--- src/rtl/core/dcc_enc_pkg.sv ---
// Shared types and constants of the DCC packet waveform encoder.
package dcc_enc_pkg;

    localparam int TICK_W = 10;
    localparam int BYTE_W = 8;
    localparam int CFG_IDX_W = 1;

    localparam logic [CFG_IDX_W-1:0] CFG_ZERO_HALF = 1'b0;
    localparam logic [CFG_IDX_W-1:0] CFG_ONE_HALF  = 1'b1;

    localparam logic [TICK_W-1:0] ZERO_HALF_RESET = 10'd100;
    localparam logic [TICK_W-1:0] ONE_HALF_RESET  = 10'd58;

    localparam logic ACT_TICK  = 1'b0;
    localparam logic ACT_START = 1'b1;

    localparam logic [13:0] PREAMBLE_ONES = 14'h3FFF;
    localparam int PACKET_BITS = 42;

    typedef struct packed {
        logic level;
        logic busy;
        logic done;
        logic rejected;
    } dcc_enc_res_t;

endpackage

--- src/rtl/core/dcc_enc_wave.sv ---
// Waveform state and the step of one item: frame build, half timing and repeat count.
module dcc_enc_wave #(
    parameter int FRAME_BITS = 64
) (
    input  logic                                clk,
    input  logic                                rst_n,
    input  logic                                step,
    input  logic                                action,
    input  logic [dcc_enc_pkg::BYTE_W-1:0]      loco_address,
    input  logic [dcc_enc_pkg::BYTE_W-1:0]      instruction_byte,
    input  logic [dcc_enc_pkg::BYTE_W-1:0]      repeat_total,
    input  logic [dcc_enc_pkg::TICK_W-1:0]      zero_half_ticks,
    input  logic [dcc_enc_pkg::TICK_W-1:0]      one_half_ticks,
    output dcc_enc_pkg::dcc_enc_res_t           res
);
    import dcc_enc_pkg::*;

    localparam int POS_W = $clog2(FRAME_BITS);

    logic [FRAME_BITS-1:0] frame_reg, frame_next;
    logic [POS_W-1:0]      pos_reg, pos_next;
    logic [BYTE_W-1:0]     reps_reg, reps_next;
    logic                  high_reg, high_next;
    logic [TICK_W-1:0]     count_reg, count_next;
    logic                  sending_reg, sending_next;
    logic                  level_reg, level_next;

    logic [POS_W-1:0]      bit_idx;
    logic                  cur_bit;
    logic [TICK_W-1:0]     half_len;
    logic [TICK_W:0]       count_inc;
    logic [BYTE_W-1:0]     reps_dec;
    logic [BYTE_W-1:0]     check_byte;
    logic                  done;
    logic                  rejected;

    assign bit_idx   = POS_W'(FRAME_BITS - 1) - pos_reg;
    assign cur_bit   = frame_reg[bit_idx];
    assign count_inc = {1'b0, count_reg} + 1'b1;
    assign reps_dec  = reps_reg - 1'b1;
    assign check_byte = loco_address ^ instruction_byte;

    always_comb
    begin
        half_len = cur_bit ? one_half_ticks : zero_half_ticks;
        if (half_len == '0)
        begin
            half_len = TICK_W'(1);
        end
    end

    always_comb
    begin
        frame_next   = frame_reg;
        pos_next     = pos_reg;
        reps_next    = reps_reg;
        high_next    = high_reg;
        count_next   = count_reg;
        sending_next = sending_reg;
        level_next   = level_reg;
        done         = 1'b0;
        rejected     = 1'b0;
        if (action == ACT_START)
        begin
            if (sending_reg)
            begin
                rejected = 1'b1;
            end
            else if (repeat_total == '0)
            begin
                done = 1'b1;
            end
            else
            begin
                frame_next   = FRAME_BITS'({PREAMBLE_ONES, 1'b0, loco_address, 1'b0,
                                            instruction_byte, 1'b0, check_byte, 1'b1});
                pos_next     = '0;
                high_next    = 1'b0;
                count_next   = '0;
                reps_next    = repeat_total;
                sending_next = 1'b1;
                level_next   = 1'b0;
            end
        end
        else if (sending_reg)
        begin
            if (count_inc < {1'b0, half_len})
            begin
                count_next = count_inc[TICK_W-1:0];
            end
            else
            begin
                count_next = '0;
                if (!high_reg)
                begin
                    high_next  = 1'b1;
                    level_next = 1'b1;
                end
                else
                begin
                    high_next = 1'b0;
                    if (pos_reg != POS_W'(FRAME_BITS - 1))
                    begin
                        pos_next   = pos_reg + 1'b1;
                        level_next = 1'b0;
                    end
                    else
                    begin
                        pos_next  = '0;
                        reps_next = reps_dec;
                        if (reps_dec == '0)
                        begin
                            sending_next = 1'b0;
                            level_next   = 1'b1;
                            done         = 1'b1;
                        end
                        else
                        begin
                            level_next = 1'b0;
                        end
                    end
                end
            end
        end
    end

    always_ff @(posedge clk or negedge rst_n)
    begin
        if (!rst_n)
        begin
            frame_reg   <= '0;
            pos_reg     <= '0;
            reps_reg    <= '0;
            high_reg    <= 1'b0;
            count_reg   <= '0;
            sending_reg <= 1'b0;
            level_reg   <= 1'b0;
        end
        else if (step)
        begin
            frame_reg   <= frame_next;
            pos_reg     <= pos_next;
            reps_reg    <= reps_next;
            high_reg    <= high_next;
            count_reg   <= count_next;
            sending_reg <= sending_next;
            level_reg   <= level_next;
        end
    end

    assign res.level    = level_next;
    assign res.busy     = sending_next;
    assign res.done     = done;
    assign res.rejected = rejected;

endmodule

--- src/rtl/core/dcc_packet_waveform_encoder_unit.sv ---
// Top level of the DCC packet waveform encoder: input and result registers, configuration.
// Usage: each input transfer is either a tick (action low) or a start of a command
// (action high) carrying address, instruction and repeat count. Every input transfer
// yields exactly one result transfer with the track level, busy, done and rejected flags
// as they stand after that item.
// The input register takes the item at its transfer; when the item advances, the step logic
// writes the waveform state and the result register, from which the result is offered.
// Throughput is one item per cycle while the receiver takes the results; the step logic is
// a single half-counter compare and a frame bit select, so nothing iterates.
// The configuration port writes the half lengths of zero and one bits; writes take effect
// on the next item and must be made while no item is in flight.
// Reset clears both registers' valid flags, idles the encoder with the track low and loads
// the default half lengths of 100 and 58 ticks.
// When the receiver stalls, the result register holds, the input register fills, and
// in_ready falls until the result is taken; no item is lost or repeated.
module dcc_packet_waveform_encoder_unit #(
    parameter int FRAME_BITS = 64
) (
    input  logic                                 clk,
    input  logic                                 rst_n,
    input  logic                                 in_valid,
    output logic                                 in_ready,
    input  logic                                 action,
    input  logic [7:0]                           loco_address,
    input  logic [7:0]                           instruction_byte,
    input  logic [7:0]                           repeat_total,
    output logic                                 out_valid,
    input  logic                                 out_ready,
    output logic                                 track_level,
    output logic                                 busy_res,
    output logic                                 done_res,
    output logic                                 start_rejected,
    input  logic                                 cfg_we,
    input  logic [dcc_enc_pkg::CFG_IDX_W-1:0]    cfg_index,
    input  logic [dcc_enc_pkg::TICK_W-1:0]       cfg_data
);
    import dcc_enc_pkg::*;

    logic              in_valid_reg;
    logic              action_reg;
    logic [BYTE_W-1:0] addr_reg;
    logic [BYTE_W-1:0] inst_reg;
    logic [BYTE_W-1:0] reps_reg;
    logic              out_valid_reg;
    dcc_enc_res_t      res_reg;
    dcc_enc_res_t      res_next;
    logic [TICK_W-1:0] zero_half_reg;
    logic [TICK_W-1:0] one_half_reg;
    logic              advance;

    assign advance  = in_valid_reg && (!out_valid_reg || out_ready);
    assign in_ready = !in_valid_reg || advance;

    always_ff @(posedge clk or negedge rst_n)
    begin
        if (!rst_n)
        begin
            in_valid_reg  <= 1'b0;
            out_valid_reg <= 1'b0;
        end
        else
        begin
            if (in_ready)
            begin
                in_valid_reg <= in_valid;
            end
            if (advance)
            begin
                out_valid_reg <= 1'b1;
            end
            else if (out_ready)
            begin
                out_valid_reg <= 1'b0;
            end
        end
    end

    always_ff @(posedge clk)
    begin
        if (in_ready && in_valid)
        begin
            action_reg <= action;
            addr_reg   <= loco_address;
            inst_reg   <= instruction_byte;
            reps_reg   <= repeat_total;
        end
        if (advance)
        begin
            res_reg <= res_next;
        end
    end

    always_ff @(posedge clk or negedge rst_n)
    begin
        if (!rst_n)
        begin
            zero_half_reg <= ZERO_HALF_RESET;
            one_half_reg  <= ONE_HALF_RESET;
        end
        else if (cfg_we)
        begin
            unique case (cfg_index)
                CFG_ZERO_HALF: zero_half_reg <= cfg_data;
                CFG_ONE_HALF:  one_half_reg  <= cfg_data;
                default:       ;
            endcase
        end
    end

    dcc_enc_wave #(
        .FRAME_BITS(FRAME_BITS)
    ) u_wave (
        .clk              (clk),
        .rst_n            (rst_n),
        .step             (advance),
        .action           (action_reg),
        .loco_address     (addr_reg),
        .instruction_byte (inst_reg),
        .repeat_total     (reps_reg),
        .zero_half_ticks  (zero_half_reg),
        .one_half_ticks   (one_half_reg),
        .res              (res_next)
    );

    assign out_valid      = out_valid_reg;
    assign track_level    = res_reg.level;
    assign busy_res       = res_reg.busy;
    assign done_res       = res_reg.done;
    assign start_rejected = res_reg.rejected;

    a_done_not_busy: assert property (@(posedge clk) disable iff (!rst_n)
        out_valid_reg && res_reg.done |-> !res_reg.busy)
        else $error("done reported while still busy");

    a_reject_busy: assert property (@(posedge clk) disable iff (!rst_n)
        out_valid_reg && res_reg.rejected |-> res_reg.busy && !res_reg.done)
        else $error("rejected start without a command in progress");

    a_ready_when_empty: assert property (@(posedge clk) disable iff (!rst_n)
        !out_valid_reg |-> in_ready)
        else $error("input stalled with an empty result register");

    a_result_follows: assert property (@(posedge clk) disable iff (!rst_n)
        advance |=> out_valid_reg)
        else $error("step taken without a result");

endmodule

--- config.mk ---
export PLATFORM = sky130hd
export DESIGN_NAME = dcc_packet_waveform_encoder_unit
export DESIGN_NICKNAME = d
export VERILOG_FILES = /design/src/rtl/core/dcc_enc_pkg.sv /design/src/rtl/core/dcc_enc_wave.sv /design/src/rtl/core/dcc_packet_waveform_encoder_unit.sv
export SDC_FILE = /design/constraint.sdc
export NUM_CORES = 1
export LEC_CHECK = 0
export BUFFER_PORTS_ARGS = -buffer_cell sky130_fd_sc_hd__buf_2
export CAP_MARGIN = 10
export CORE_MARGIN = 3
export CORE_UTILIZATION = 45
export DETAILED_ROUTE_END_ITERATION = 6
export PLACE_DENSITY_LB_ADDON = 0.25
export SLEW_MARGIN = 0
export SYNTH_ARGS = -nofsm -noshare
export SYNTH_HDL_FRONTEND = slang
export SYNTH_HIERARCHICAL = 1
export SYNTH_SLANG_ARGS = --single-unit
--- constraint.sdc ---
create_clock -name clk -period 4.7 [get_ports clk]
set_clock_uncertainty 0.2 [all_clocks]
set_input_delay 0.94 -clock clk [delete_from_list [all_inputs] [get_ports clk]]
set_output_delay 0.94 -clock clk [all_outputs]
set_load 0.05 [all_outputs]
; ---- Word level (Yosys, flattened, before mapping)
; Cells that the tools add are included.
; W data, S select, Z words.
[totals]
ff_bits = 104
[op_classes]
mux = 54
n_lt_le_gt_ge = 2
eq_ne = 5
add_sub_neg = 4
reduce_logical = 19
bitwise_logic = 4
[ops]
columns = operator, n
row1 = $mux W10, 7
row2 = $mux W8, 7
row3 = $mux W6, 7
row4 = $mux W1, 32
row5 = $logic_not A8 Y1, 2
row6 = $add A10 B1 Y11 const B, 1
row7 = $lt A11 B10 Y1, 1
row8 = $logic_not A10 Y1, 1
row9 = $reduce_and A4 Y1, 2
row10 = $sub A8 B1 Y8 const B, 1
row11 = $xor A8 B8 Y8, 1
row12 = $lt A6 B7 Y1 const B, 1
row13 = $reduce_and A7 Y1, 1
row14 = $add A6 B1 Y6 const B, 1
row15 = $bmux W1 S6, 1
row16 = $ne A2 B2 Y1 const B, 3
row17 = $ne A6 B6 Y1 const B, 1
row18 = $reduce_and A6 Y1, 1
row19 = $reduce_bool A2 Y1, 3
row20 = $sub A6 B6 Y6 const A, 1
row21 = $reduce_and A5 Y1, 1
row22 = $reduce_and A2 Y1, 2
row23 = $not A1 Y1, 3
row24 = $logic_and A1 B1 Y1, 2
row25 = 3 further kinds, 5

; ---- Depth between registers and ports, before layout
; Gate-level depths: netlist of the first run.
[logic_depth]
ltp_word = 10
mapped_depth = 18
depth_no_buf = 14

; ---- Modules after synthesis
; The synthesis of the first run kept the hierarchy.
[modules_own_cells]
columns = module, cells_each, instances, area_each_um2, seq_area_each_um2
row1 = dcc_enc_wave, 395, 1, 3485.8, 1301.2
row2 = dcc_packet_waveform_encoder_unit, 80, 1, 1725.4, 1430.1

; ---- Least setup slack after synthesis of the first run
; No wires, ideal clock.
[synth_timing]
kind = register to register
from = register u_wave.pos_reg[0]
to = register res_reg (netlist bit done_res), data pin
arrival_ps = 3732
setup_slack_ps = 517
n_path_buf = 3
path_stages_with_launch = 16
cell_sequence = dfrtp_1 > mux4_2 > and3_1 > o32a_4 > buf_6 > mux2i_1 > ha_1 > a21o_1 > a21oi_1 > o21ai_0 > a221oi_2 > nor2b_1 > nor3_2 > buf_4 > o31ai_1 > buf_4
[synth_via]
elab_chain_cells = 10
word_cells_on_any_way = 13
cone_classes = 1 x add/sub / 1 x order compare / 1 x eq/ne / 9 x mux / 1 x reduce/logical
[synth_rtl]
columns = item, line_no
row1 = from (decl), dcc_enc_wave.sv:21  ; logic [POS_W-1:0] pos_reg, pos_next;
row2 = from (signal assigned), dcc_enc_wave.sv:142  ; pos_reg <= pos_next;
row3 = $sub A6 B6 Y6, dcc_enc_wave.sv:37  ; assign bit_idx = POS_W'(FRAME_BITS - 1) - pos_reg;
row4 = $bmux W1 S6, dcc_enc_wave.sv:38  ; assign cur_bit = frame_reg[bit_idx];
row5 = $mux W1 (not written as such), dcc_enc_wave.sv:38
row6 = $mux W10, dcc_enc_wave.sv:45  ; half_len = cur_bit ? one_half_ticks : zero_half_ticks;
row7 = $logic_not A10 Y1, dcc_enc_wave.sv:46  ; if (half_len == '0)
row8 = $mux W10, dcc_enc_wave.sv:46
row9 = $lt A11 B10 Y1, dcc_enc_wave.sv:87  ; if (count_inc < {1'b0, half_len})
row10 = $mux W1 *, dcc_enc_wave.sv:87
row11 = $mux W1 *, dcc_enc_wave.sv:85  ; else if (sending_reg)
row12 = $mux W1 *, dcc_enc_wave.sv:63  ; if (action == ACT_START)
row13 = named net u_wave.done, dcc_enc_wave.sv:34  ; logic done;
row14 = to (signal assigned), dcc_packet_waveform_encoder_unit.sv:89  ; res_reg <= res_next;
row15 = to (decl), dcc_packet_waveform_encoder_unit.sv:45  ; dcc_enc_res_t res_reg;
; Mark *: on every way through the listed nets, which the timed path passes. The rest lies on a longest branch. The select of a mux whose other input is x is not followed.
; A chain may end at the register's enable or synchronous reset.

; ---- Worst setup path in the final report of the first run
[layout_timing]
from = register u_wave.pos_reg[0]
to = register u_wave.pos_reg[4]
[layout_via]
elab_chain_cells = 9
word_cells_on_any_way = 16
cone_classes = 2 x add/sub / 1 x order compare / 2 x eq/ne / 9 x mux / 2 x reduce/logical
[layout_rtl]
columns = item, line_no
row1 = $sub A6 B6 Y6, dcc_enc_wave.sv:37
row2 = $bmux W1 S6, dcc_enc_wave.sv:38
row3 = $mux W1 (not written as such), dcc_enc_wave.sv:38
row4 = $mux W10, dcc_enc_wave.sv:45
row5 = $logic_not A10 Y1, dcc_enc_wave.sv:46
row6 = $mux W10, dcc_enc_wave.sv:46
row7 = $lt A11 B10 Y1, dcc_enc_wave.sv:87
row8 = $ne A2 B2 Y1 (no source line), n/a
row9 = $reduce_and A6 Y1 (no source line), n/a
; Several ways; a longest one is shown, not always the timed one. The select of a mux whose other input is x is not followed.

==> metrics.yaml, run 1 <==
setup_path:
  setup.worst_path.start_class: "register"
  critPathBufInv: 1
  crit_arrival_ns: 4.46
  crit_family: "simple AND/OR/NAND/NOR gates"
  cp-end-kind: "register"
  crit_type: "register to register"
  cpPeakStageDelay_ns: 0.54
  cp_cell_sequence: "mux4_2, and3_1, o32a_4, mux2i_1, ha_1, o21ai_0, a2111oi_2, nand2_1, nor3b_1, nor3_2, buf_4, or4_1, nand3_1"
  crit_path_max_fanout: 15
  crit_slowest_cell: "mux4_2"
  crit_required_ns: 4.80
floorplanning:
  core-area_um2: 11100
  dieArea_um2: 12900
  start_util_pct: 47.0
  die_x_um: 114
  die_h_um: 114
  io_pins: 47
  row_count: 38
clock_tree:
  clk_latency_ns: 0.36
  clk_pin_slew_ns: 0.08
  postCtsHoldBufs: 0
  cts_tree: "built"
  clock_path_buffers: 2
  clock_sinks: 103
  numCtsBuffers: 9
  clock-root-buffer: "clkbuf_16"
  cts.htree.levels: 3
cells_and_area:
  final_layout_size_suffix_gt1_share_pct: 22.5
  multiInputGateArea_um2: 2310
  regArea_um2: 2730
  antennaDiodeCount: 0
  layout.nets: 569
  utilization_pct: 52.9
  fillCellCount: 970
  layout_commonest_cell: "nand2_1"
  synthToLayoutAreaGrowth_pct: 12.5
  largest_reg_flops: 25
  final_cell_mix: "nand2_1, dfrtp_1, buf_2"
logic_synthesis:
  synth_top_family_by_area: "simple AND/OR/NAND/NOR gates"
  syn-instance-count: 475
  synth-main-ff-cell: "dfrtp_1"
  synth.area.mux_share_pct: 9.89
  syn_area_um2: 5210
  ys_ff_latch: 103
  synth_xor_area_share_pct: 3.03
  ys_seq_area_share_pct: 52.4
  synthesis.nets: 529
  async_flop_share_pct: 71.8
  synth.distinct_cells: 66
  yosys_warnings: 6
  synthAdderAreaFrac_pct: 3.12
  avgSynthCellArea_um2: 11.0
  synth-compound-area-share_pct: 11.2
  yosys.area_share.simple_pct: 16.9
  synth_edf_count: 29
route:
  drc: 0
  drt-total-wl_um: 10200
  firstDrtPassIters: 4
  drt_iter0_drc: 300
  routed_via_density: 5.50
  route.vias.total: 3627
  wl_per_cell_um: 15.4
  ant_nets: 0
timing:
  worst_slew_pin_slew_ns: 1.03
  finalHoldViolCount: 0
  setup_viol: 0
  finalCritPeriodShare_pct: 92.8
  fmax_mhz: 229
  rsz0062_at_grt: "no"
  finalSetupTns_ns: 0
  slew_headroom_pct: 31.3
  maxSlewViolCount: 0
  min_period_ns: 4.36
placed_design:
  gp_congestion: 0.848
  hpwl_um: 7350
  portBuffers: 46
outcome:
  status: "complete, no violations"
global_route:
  grt_pass1_wl_um: 17700
  antenna_found_initial: 0
  grt_pass1_vias: 3676
  grt-ovfl-total: 0
  grt_max_degree: 38
  grtUsageTotal_pct: 17.1
power_and_ir_drop:
  powerDensity_nw_per_um2: 455
  irDropWorstVdd_mv: 0.300
  total_leakage_power_nw: 2.48
hold_path:
  min_path_type: "register to register"
flow_run:
  maxCapViolCount: 0
==> synthesized netlist by cell type (5+ instances only) <==
| cell type | n | area share, % |
|---|---|---|
| clkbuf_1 | 14 | 1.0 |
| o211ai_1 | 7 | 1.0 |
| nor2_1 | 20 | 1.4 |
| nor4_1 | 7 | 0.84 |
| mux2_2 | 21 | 4.5 |
| xnor2_1 | 13 | 2.2 |
| nor2b_1 | 8 | 0.96 |
| mux2i_1 | 14 | 2.7 |
| a22o_1 | 9 | 1.5 |
| nand2_1 | 89 | 6.4 |
| o21ai_0 | 18 | 1.7 |
| and2_1 | 6 | 0.72 |
| inv_1 | 9 | 0.65 |
| dfrtp_1 | 67 | 32 |
| ha_1 | 13 | 3.1 |
| nand3_1 | 15 | 1.4 |
| xor2_1 | 5 | 0.84 |
| edfxtp_1 | 29 | 17 |
| a21oi_1 | 14 | 1.3 |
| dfstp_2 | 7 | 3.5 |
| buf_4 | 5 | 0.72 |
| and3_1 | 5 | 0.60 |
| nor3_1 | 6 | 0.58 |
==> layer usage <==
layer	wire length (um)	track usage (%)
met1	4630	22.0
met2	4850	28.3
met3	514	4.30
met4	173	5.85
met5	0	0
==> logic make-up after synthesis <==
family                   after synthesis
adder cells (fa/ha/maj)               13
flip-flops                           103
AND/OR/NAND/NOR                      182
AO/OA/AOI/OAI                         81
XOR/XNOR                              18
multiplexers                          42
buffers and inverters                 36
==> layout make-up <==
type	instances	share of cell area, %
inverters	10	0.640
clock buffers	9	3.84
flip-flops and latches	103	46.6
multi-input cells	336	39.3
repair buffers	55	5.08
clock inverters	7	1.52
well taps	140	2.99
==> tightest hold or removal path, cell delays in order, from the launching register on <==
cell and delay, ns:
dfrtp_1 0.35, nand2_1 0.04, o21ai_0 0.06
==> through the flow <==
step	hold WS (ns)	total power, mW	cell area, um2	std cells	setup WS [ns]
floorplan	0.239	1.74	5210	475	0.517
global placement	0.262	1.88	5540	644	0.339
detailed placement	0.263	1.90	5540	644	0.109
CTS	0.281	2.68	5860	660	0.0649
global route	0.307	2.83	5860	660	0.00657
finish	0.280	2.67	5860	660	0.336
==> power breakdown <==
| group | internal [mW] | leakage (nW) | switching, mW |
|---|---|---|---|
| sequential | 1.11 | 1.17 | 0.161 |
| clock | 0.426 | 0.155 | 0.358 |
| combinational | 0.286 | 1.15 | 0.320 |
==> worst paths after layout <==
check / startpoint / depth (start not counted) / slack (ns) / endpoint
worst max-delay path: u_wave/pos_reg[0]$_DFFE_PN0P_ / 13 / 0.34 / u_wave/pos_reg[4]$_DFFE_PN0P_
worst min-delay path: u_wave/frame_reg[5]$_DFFE_PN0P_ / 2 / 0.28 / u_wave/frame_reg[5]$_DFFE_PN0P_
worst max register to register: u_wave/pos_reg[0]$_DFFE_PN0P_ / 13 / 0.34 / u_wave/pos_reg[4]$_DFFE_PN0P_
worst min register to register: u_wave/frame_reg[5]$_DFFE_PN0P_ / 2 / 0.28 / u_wave/frame_reg[5]$_DFFE_PN0P_
max in group asynchronous: rst_n / 2 / 3.14 / one_half_reg[4]$_DFFE_PN1P_
min in group asynchronous: rst_n / 1 / 0.34 / u_wave/reps_reg[6]$_DFFE_PN0P_
==> what timing repair did <==
item / CTS / global route
setup buffers: 0 / 0
setup endpoints to repair: 0 / 14
resized for setup: 0 / 2
Note: power is estimated with default switching activity, not from simulation.
==> inputs of run 2 (changes only) <==
--- a/config.mk
+++ b/config.mk
@@ -5,11 +5,11 @@
 export SDC_FILE = /design/constraint.sdc
 export NUM_CORES = 1
 export LEC_CHECK = 0
-export BUFFER_PORTS_ARGS = -buffer_cell sky130_fd_sc_hd__buf_2
 export CAP_MARGIN = 10
 export CORE_MARGIN = 3
-export CORE_UTILIZATION = 45
+export CORE_UTILIZATION = 41
 export DETAILED_ROUTE_END_ITERATION = 6
+export DONT_BUFFER_PORTS = 1
 export PLACE_DENSITY_LB_ADDON = 0.25
 export SLEW_MARGIN = 0
 export SYNTH_ARGS = -nofsm -noshare
==> metrics.yaml, run 2 (synthesized netlist as in run 1, its figures left out) <==
clock_tree:
  clk_pin_slew_ns: 0.07
  cts_setup_buffers: 0
  clock_sinks: 103
  cts.htree.levels: 3
  numCtsBuffers: 9
  clock-root-buffer: "clkbuf_16"
  clock_path_buffers: 2
  postCtsHoldBufs: 0
  clk_latency_ns: 0.35
  cts_tree: "built"
route:
  route.vias.total: 3486
  firstDrtPassIters: 5
  drt-total-wl_um: 10400
  routed_via_density: 5.46
  ant_nets: 0
  drt_iter0_drc: 175
  drc: 0
  wl_per_cell_um: 16.3
global_route:
  grtUsageTotal_pct: 15.5
  grt-ovfl-total: 0
  grt_pass1_wl_um: 17700
  grt_max_degree: 75
  grt_pass1_vias: 3531
  antenna_found_initial: 0
timing:
  worst_slack_ns: 0.308
  maxSlewViolCount: 0
  worst_slew_pin_slew_ns: 1.04
  finalCritPeriodShare_pct: 93.4
  finalHoldViolCount: 0
  fmax_mhz: 228
  finalSetupTns_ns: 0
  setup_viol: 0
  min_period_ns: 4.39
  holdWs_ns: 0.0776
  slew_headroom_pct: 30.7
cells_and_area:
  synthToLayoutAreaGrowth_pct: 8.00
  final_area_um2: 5630
  final_cell_mix: "nand2_1, dfrtp_1, edfxtp_1"
  utilization_pct: 46.1
  fin_cells: 639
  antennaDiodeCount: 0
  fillCellCount: 1182
  largest_reg_flops: 25
  layout_commonest_cell: "nand2_1"
  final_layout_size_suffix_gt1_share_pct: 14.6
  layout.nets: 520
power_and_ir_drop:
  irDropWorstVdd_mv: 0.301
  finalPower_mw: 2.57
  clkPwrFrac_pct: 28.1
  switching_power_mw: 0.806
  swShare_pct: 31.3
  total_leakage_power_nw: 2.27
  seqPwrFrac_pct: 50.1
  intPower_mw: 1.77
  combPwrFrac_pct: 21.8
  powerDensity_nw_per_um2: 457
outcome:
  status: "complete, no violations"
setup_path:
  crit_type: "register to register"
  crit_family: "simple AND/OR/NAND/NOR gates"
  crit_slowest_cell: "mux4_1"
  crit_required_ns: 4.79
  setup.worst_path.start_class: "register"
  cp_cell_sequence: "mux4_1, nand3b_1, o211ai_1, o32a_4, mux2i_1, ha_1, o21ai_0, a2111oi_2, nand2_1, nor3b_1, nor3_2, buf_4, or4_1, nand3_1"
  cpPeakStageDelay_ns: 0.58
  crit_path_max_fanout: 15
  crit_arrival_ns: 4.48
  cp-end-kind: "register"
  critPathBufInv: 1
placed_design:
  dp_slack_ns: 0.00531
  portBuffers: 0
  hpwl_um: 7210
  gp_congestion: 0.820
  place_area_um2: 5320
  dp.cells: 623
floorplanning:
  die_h_um: 119
  row_count: 40
  die_x_um: 119
  dieArea_um2: 14100
  start_util_pct: 42.7
  io_pins: 47
  core-area_um2: 12200
flow_run:
  maxCapViolCount: 0
hold_path:
  min_path_type: "primary input to asynchronous set/reset pin"
-- run 2: changes by cell type in the layout (fill, tap and decap cells not counted) --
| cell | before | now |
|---|---|---|
| dfrtp_2 | 0 | 1 |
| clkinv_1 | 1 | 2 |
| clkinv_2 | 1 | 0 |
| clkinv_8 | 1 | 0 |
| o41ai_1 | 1 | 0 |
| clkinv_4 | 0 | 2 |
| clkbuf_8 | 0 | 1 |
| inv_6 | 3 | 2 |
| bufinv_16 | 1 | 0 |
| buf_2 | 46 | 0 |
| buf_4 | 9 | 6 |
| o41ai_2 | 0 | 1 |
| dfrtp_1 | 67 | 66 |
-- run 2: final cells by class --
type / count / area, um2 / share of cell area (%)
Timing Repair Buffer: 6 / 45.0 / 0.800
Tap cell: 168 / 210 / 3.73
Clock buffer: 10 / 239 / 4.25
Sequential cell: 103 / 2730 / 48.6
Clock inverter: 6 / 50.0 / 0.889
Multi-Input combinational cell: 336 / 2310 / 41.1
Inverter: 10 / 37.5 / 0.667
-- run 2: final timing paths --
kind	cells after the start	to	start	slack, ns
setup reg to reg	14	u_wave/pos_reg[4]$_DFFE_PN0P_	u_wave/pos_reg[0]$_DFFE_PN0P_	0.31
hold / removal	0	out_valid$_DFFE_PN0P_	rst_n	0.08
setup / recovery	14	u_wave/pos_reg[4]$_DFFE_PN0P_	u_wave/pos_reg[0]$_DFFE_PN0P_	0.31
hold reg to reg	2	u_wave/frame_reg[6]$_DFFE_PN0P_	u_wave/frame_reg[6]$_DFFE_PN0P_	0.27
min in group clk	2	u_wave/frame_reg[6]$_DFFE_PN0P_	u_wave/frame_reg[6]$_DFFE_PN0P_	0.27
max in group asynchronous	0	zero_half_reg[6]$_DFFE_PN1P_	rst_n	4.02
-- run 2: power by group through the flow --
stage               combinational (mW)  sequential, mW  clock [mW]
finish                           0.561            1.29       0.723
global route                     0.639            1.32       0.791
CTS                              0.557            1.29       0.752
detailed placement               0.553            1.31           0
global placement                 0.534            1.31           0
floorplan                        0.506            1.23           0
-- run 2: timing repair --
action	in CTS	in global routing
gates resized for setup	0	4
endpoints found under the hold margin	0	0
setup endpoints to repair	0	16
-- run 2: metal layers --
metal  routed length [um]  global-route usage (%)
met4                  119                    4.56
met5                    0                       0
met3                  471                    4.78
met1                 4800                    20.6
met2                 5010                    24.5
==> inputs of run 3 (changes only) <==
--- a/config.mk
+++ b/config.mk
@@ -5,6 +5,7 @@
 export SDC_FILE = /design/constraint.sdc
 export NUM_CORES = 1
 export LEC_CHECK = 0
+export ABC_AREA = 1
 export CAP_MARGIN = 10
 export CORE_MARGIN = 3
 export CORE_UTILIZATION = 41
==> metrics.yaml, run 3 <==
outcome:
  status: "complete, no violations"
floorplanning:
  die_h_um: 120
  io_pins: 47
  dieArea_um2: 14400
  die_x_um: 120
  row_count: 41
  start_util_pct: 42.0
  core-area_um2: 12700
setup_path:
  critPathBufInv: 1
  setup.worst_path.start_class: "register"
  crit_arrival_ns: 3.94
  crit_slowest_cell: "dfrtp_1"
  cpPeakStageDelay_ns: 0.65
  cp-end-kind: "register"
  crit_path_max_fanout: 16
  cpMostUsedCell: "nor2_1"
  crit_family: "simple AND/OR/NAND/NOR gates"
  crit_type: "register to register"
  crit_required_ns: 4.76
  cp_cell_sequence: "nor2_1, nand2_1, nand3_1, nor2_1, nor2_2, nor2_2, nor2_4, nand2_4, nand2_4, nand2_2, nand2_2, ha_1, a21oi_1, nor2_1, a211oi_1, nor2_1, a211oi_1, nand3_4, inv_1, nand3_1, o21ai_0"
timing:
  holdWs_ns: 0.0773
  min_period_ns: 3.88
  fmax_mhz: 258
  setup_viol: 0
  finalHoldViolCount: 0
  rsz0062_at_grt: "no"
  finalSetupTns_ns: 0
  worst_slew_pin_slew_ns: 0.965
  slew_headroom_pct: 35.6
  worst_slack_ns: 0.820
  maxSlewViolCount: 0
  finalCritPeriodShare_pct: 82.5
clock_tree:
  clk_latency_ns: 0.36
  clk_pin_slew_ns: 0.08
  postCtsHoldBufs: 0
  clock_sinks: 103
  cts_tree: "built"
  clock-root-buffer: "clkbuf_16"
  cts-resized-gates: 0
  numCtsBuffers: 9
  clock_path_buffers: 2
  cts_setup_buffers: 0
  cts.htree.levels: 3
logic_synthesis:
  async_flop_share_pct: 71.8
  yosysMostFrequentCell: "nand2_1"
  synth_top_area_cell: "dfrtp_1"
  synthesis.nets: 668
  yosys.area.top_type_share_pct: 31.5
  synthTopCellsByCount: "nand2_1, inv_1, dfrtp_1"
  synth.distinct_cells: 42
  ys_ff_latch: 103
  synth_area_leaders: "dfrtp_1, edfxtp_1, nand2_1, nand3_1, inv_1"
  ys_seq_area_share_pct: 51.3
  syn-instance-count: 614
  synth-main-ff-cell: "dfrtp_1"
  avgSynthCellArea_um2: 8.68
  yosys_warnings: 6
  synth_edf_count: 29
  syn_area_um2: 5330
cells_and_area:
  final_layout_size_suffix_gt1_share_pct: 10.9
  layout.nets: 661
  final_area_um2: 5720
  layout_commonest_cell: "nand2_1"
  final_cell_mix: "nand2_1, inv_1, dfrtp_1"
  antennaDiodeCount: 0
  utilization_pct: 45.1
  synthToLayoutAreaGrowth_pct: 7.35
  largest_reg_flops: 25
power_and_ir_drop:
  total_leakage_power_nw: 2.70
  irDropWorstVdd_mv: 0.223
  powerDensity_nw_per_um2: 506
flow_run:
  maxCapViolCount: 0
route:
  wl_per_cell_um: 13.3
  route.vias.total: 3845
  ant_nets: 0
  drc: 0
  drt-total-wl_um: 10500
  drt_iter0_drc: 246
  routed_via_density: 4.90
  firstDrtPassIters: 5
placed_design:
  place_area_um2: 5400
  dp_slack_ns: 0.871
  gp_congestion: 0.884
  portBuffers: 0
  hpwl_um: 7500
global_route:
  grt_pass1_vias: 3784
  grt-ovfl-total: 0
  grt_pass1_wl_um: 17900
  grtUsageTotal_pct: 15.6
  grt_max_degree: 75
  antenna_found_initial: 0
hold_path:
  min_path_type: "primary input to asynchronous set/reset pin"
==> run 3: cells by family (layout without fill, tap and decap cells) <==
group / Yosys count / in the layout / synth area share [%]
AND/OR/NAND/NOR: 316 / 316 / 27.2
adder cells (fa/ha/maj): 13 / 13 / 3.05
XOR/XNOR: 13 / 13 / 2.14
buffers and inverters: 98 / 96 / 8.45
AO/OA/AOI/OAI: 71 / 71 / 7.91
flip-flops: 103 / 103 / 51.3
==> run 3: final timing paths <==
path,slack (ns),end,from,cells after the start
min,0.08,u_wave/frame_reg[0]$_DFFE_PN0P_,rst_n,0
min in group clk,0.26,u_wave/frame_reg[4]$_DFFE_PN0P_,inst_reg[3]$_DFFE_PP_,1
max,0.82,u_wave/count_reg[0]$_DFFE_PN0P_,u_wave/pos_reg[0]$_DFFE_PN0P_,21
max reg2reg,0.82,u_wave/count_reg[0]$_DFFE_PN0P_,u_wave/pos_reg[0]$_DFFE_PN0P_,21
min reg2reg,0.26,u_wave/frame_reg[4]$_DFFE_PN0P_,inst_reg[3]$_DFFE_PP_,1
max in group asynchronous,4.02,one_half_reg[5]$_DFFE_PN1P_,rst_n,0
==> run 3: per-layer routing <==
layer | GRT usage (%) | part of all wire (%)
met1 | 19.5 | 46
met3 | 4.34 | 4.3
met4 | 6.08 | 1.7
met2 | 25.6 | 48
met5 | 0 | 0
==> run 3: layout make-up <==
cell class | instances | area [um2]
clock buffer | 10 | 239
timing repair buffer | 1 | 7.51
sequential | 103 | 2730
clock inverter | 6 | 76.3
fill | 1228 | 6950
inverter | 79 | 299
tap | 172 | 215
multi-input combinational | 413 | 2150
==> run 3: power by group <==
group	internal, mW	switching (mW)	leakage (nW)
sequential	1.12	0.158	1.19
clock	0.436	0.351	0.155
combinational	0.306	0.530	1.35
total	1.86	1.04	2.70
==> run 3: stage by stage <==
| step | cells | total power [mW] |
|---|---|---|
| after CTS | 784 | 2.93 |
| after global placement | 768 | 2.10 |
| after detailed placement | 768 | 2.13 |
| after floorplan | 614 | 1.98 |
| after global routing | 784 | 3.12 |
| final | 784 | 2.90 |
==> run 3: worst register-to-register path, stage by stage (launching register included) <==
cell	delay (ns)
dfrtp_1	0.65
nor2_1	0.20
nand2_1	0.10
nand3_1	0.09
nor2_1	0.12
nor2_2	0.06
nor2_2	0.12
nor2_4	0.05
nand2_4	0.13
nand2_4	0.13
nand2_2	0.10
nand2_2	0.05
ha_1	0.28
a21oi_1	0.13
nor2_1	0.06
a211oi_1	0.17
nor2_1	0.08
a211oi_1	0.41
nand3_4	0.18
inv_1	0.24
nand3_1	0.11
o21ai_0	0.10
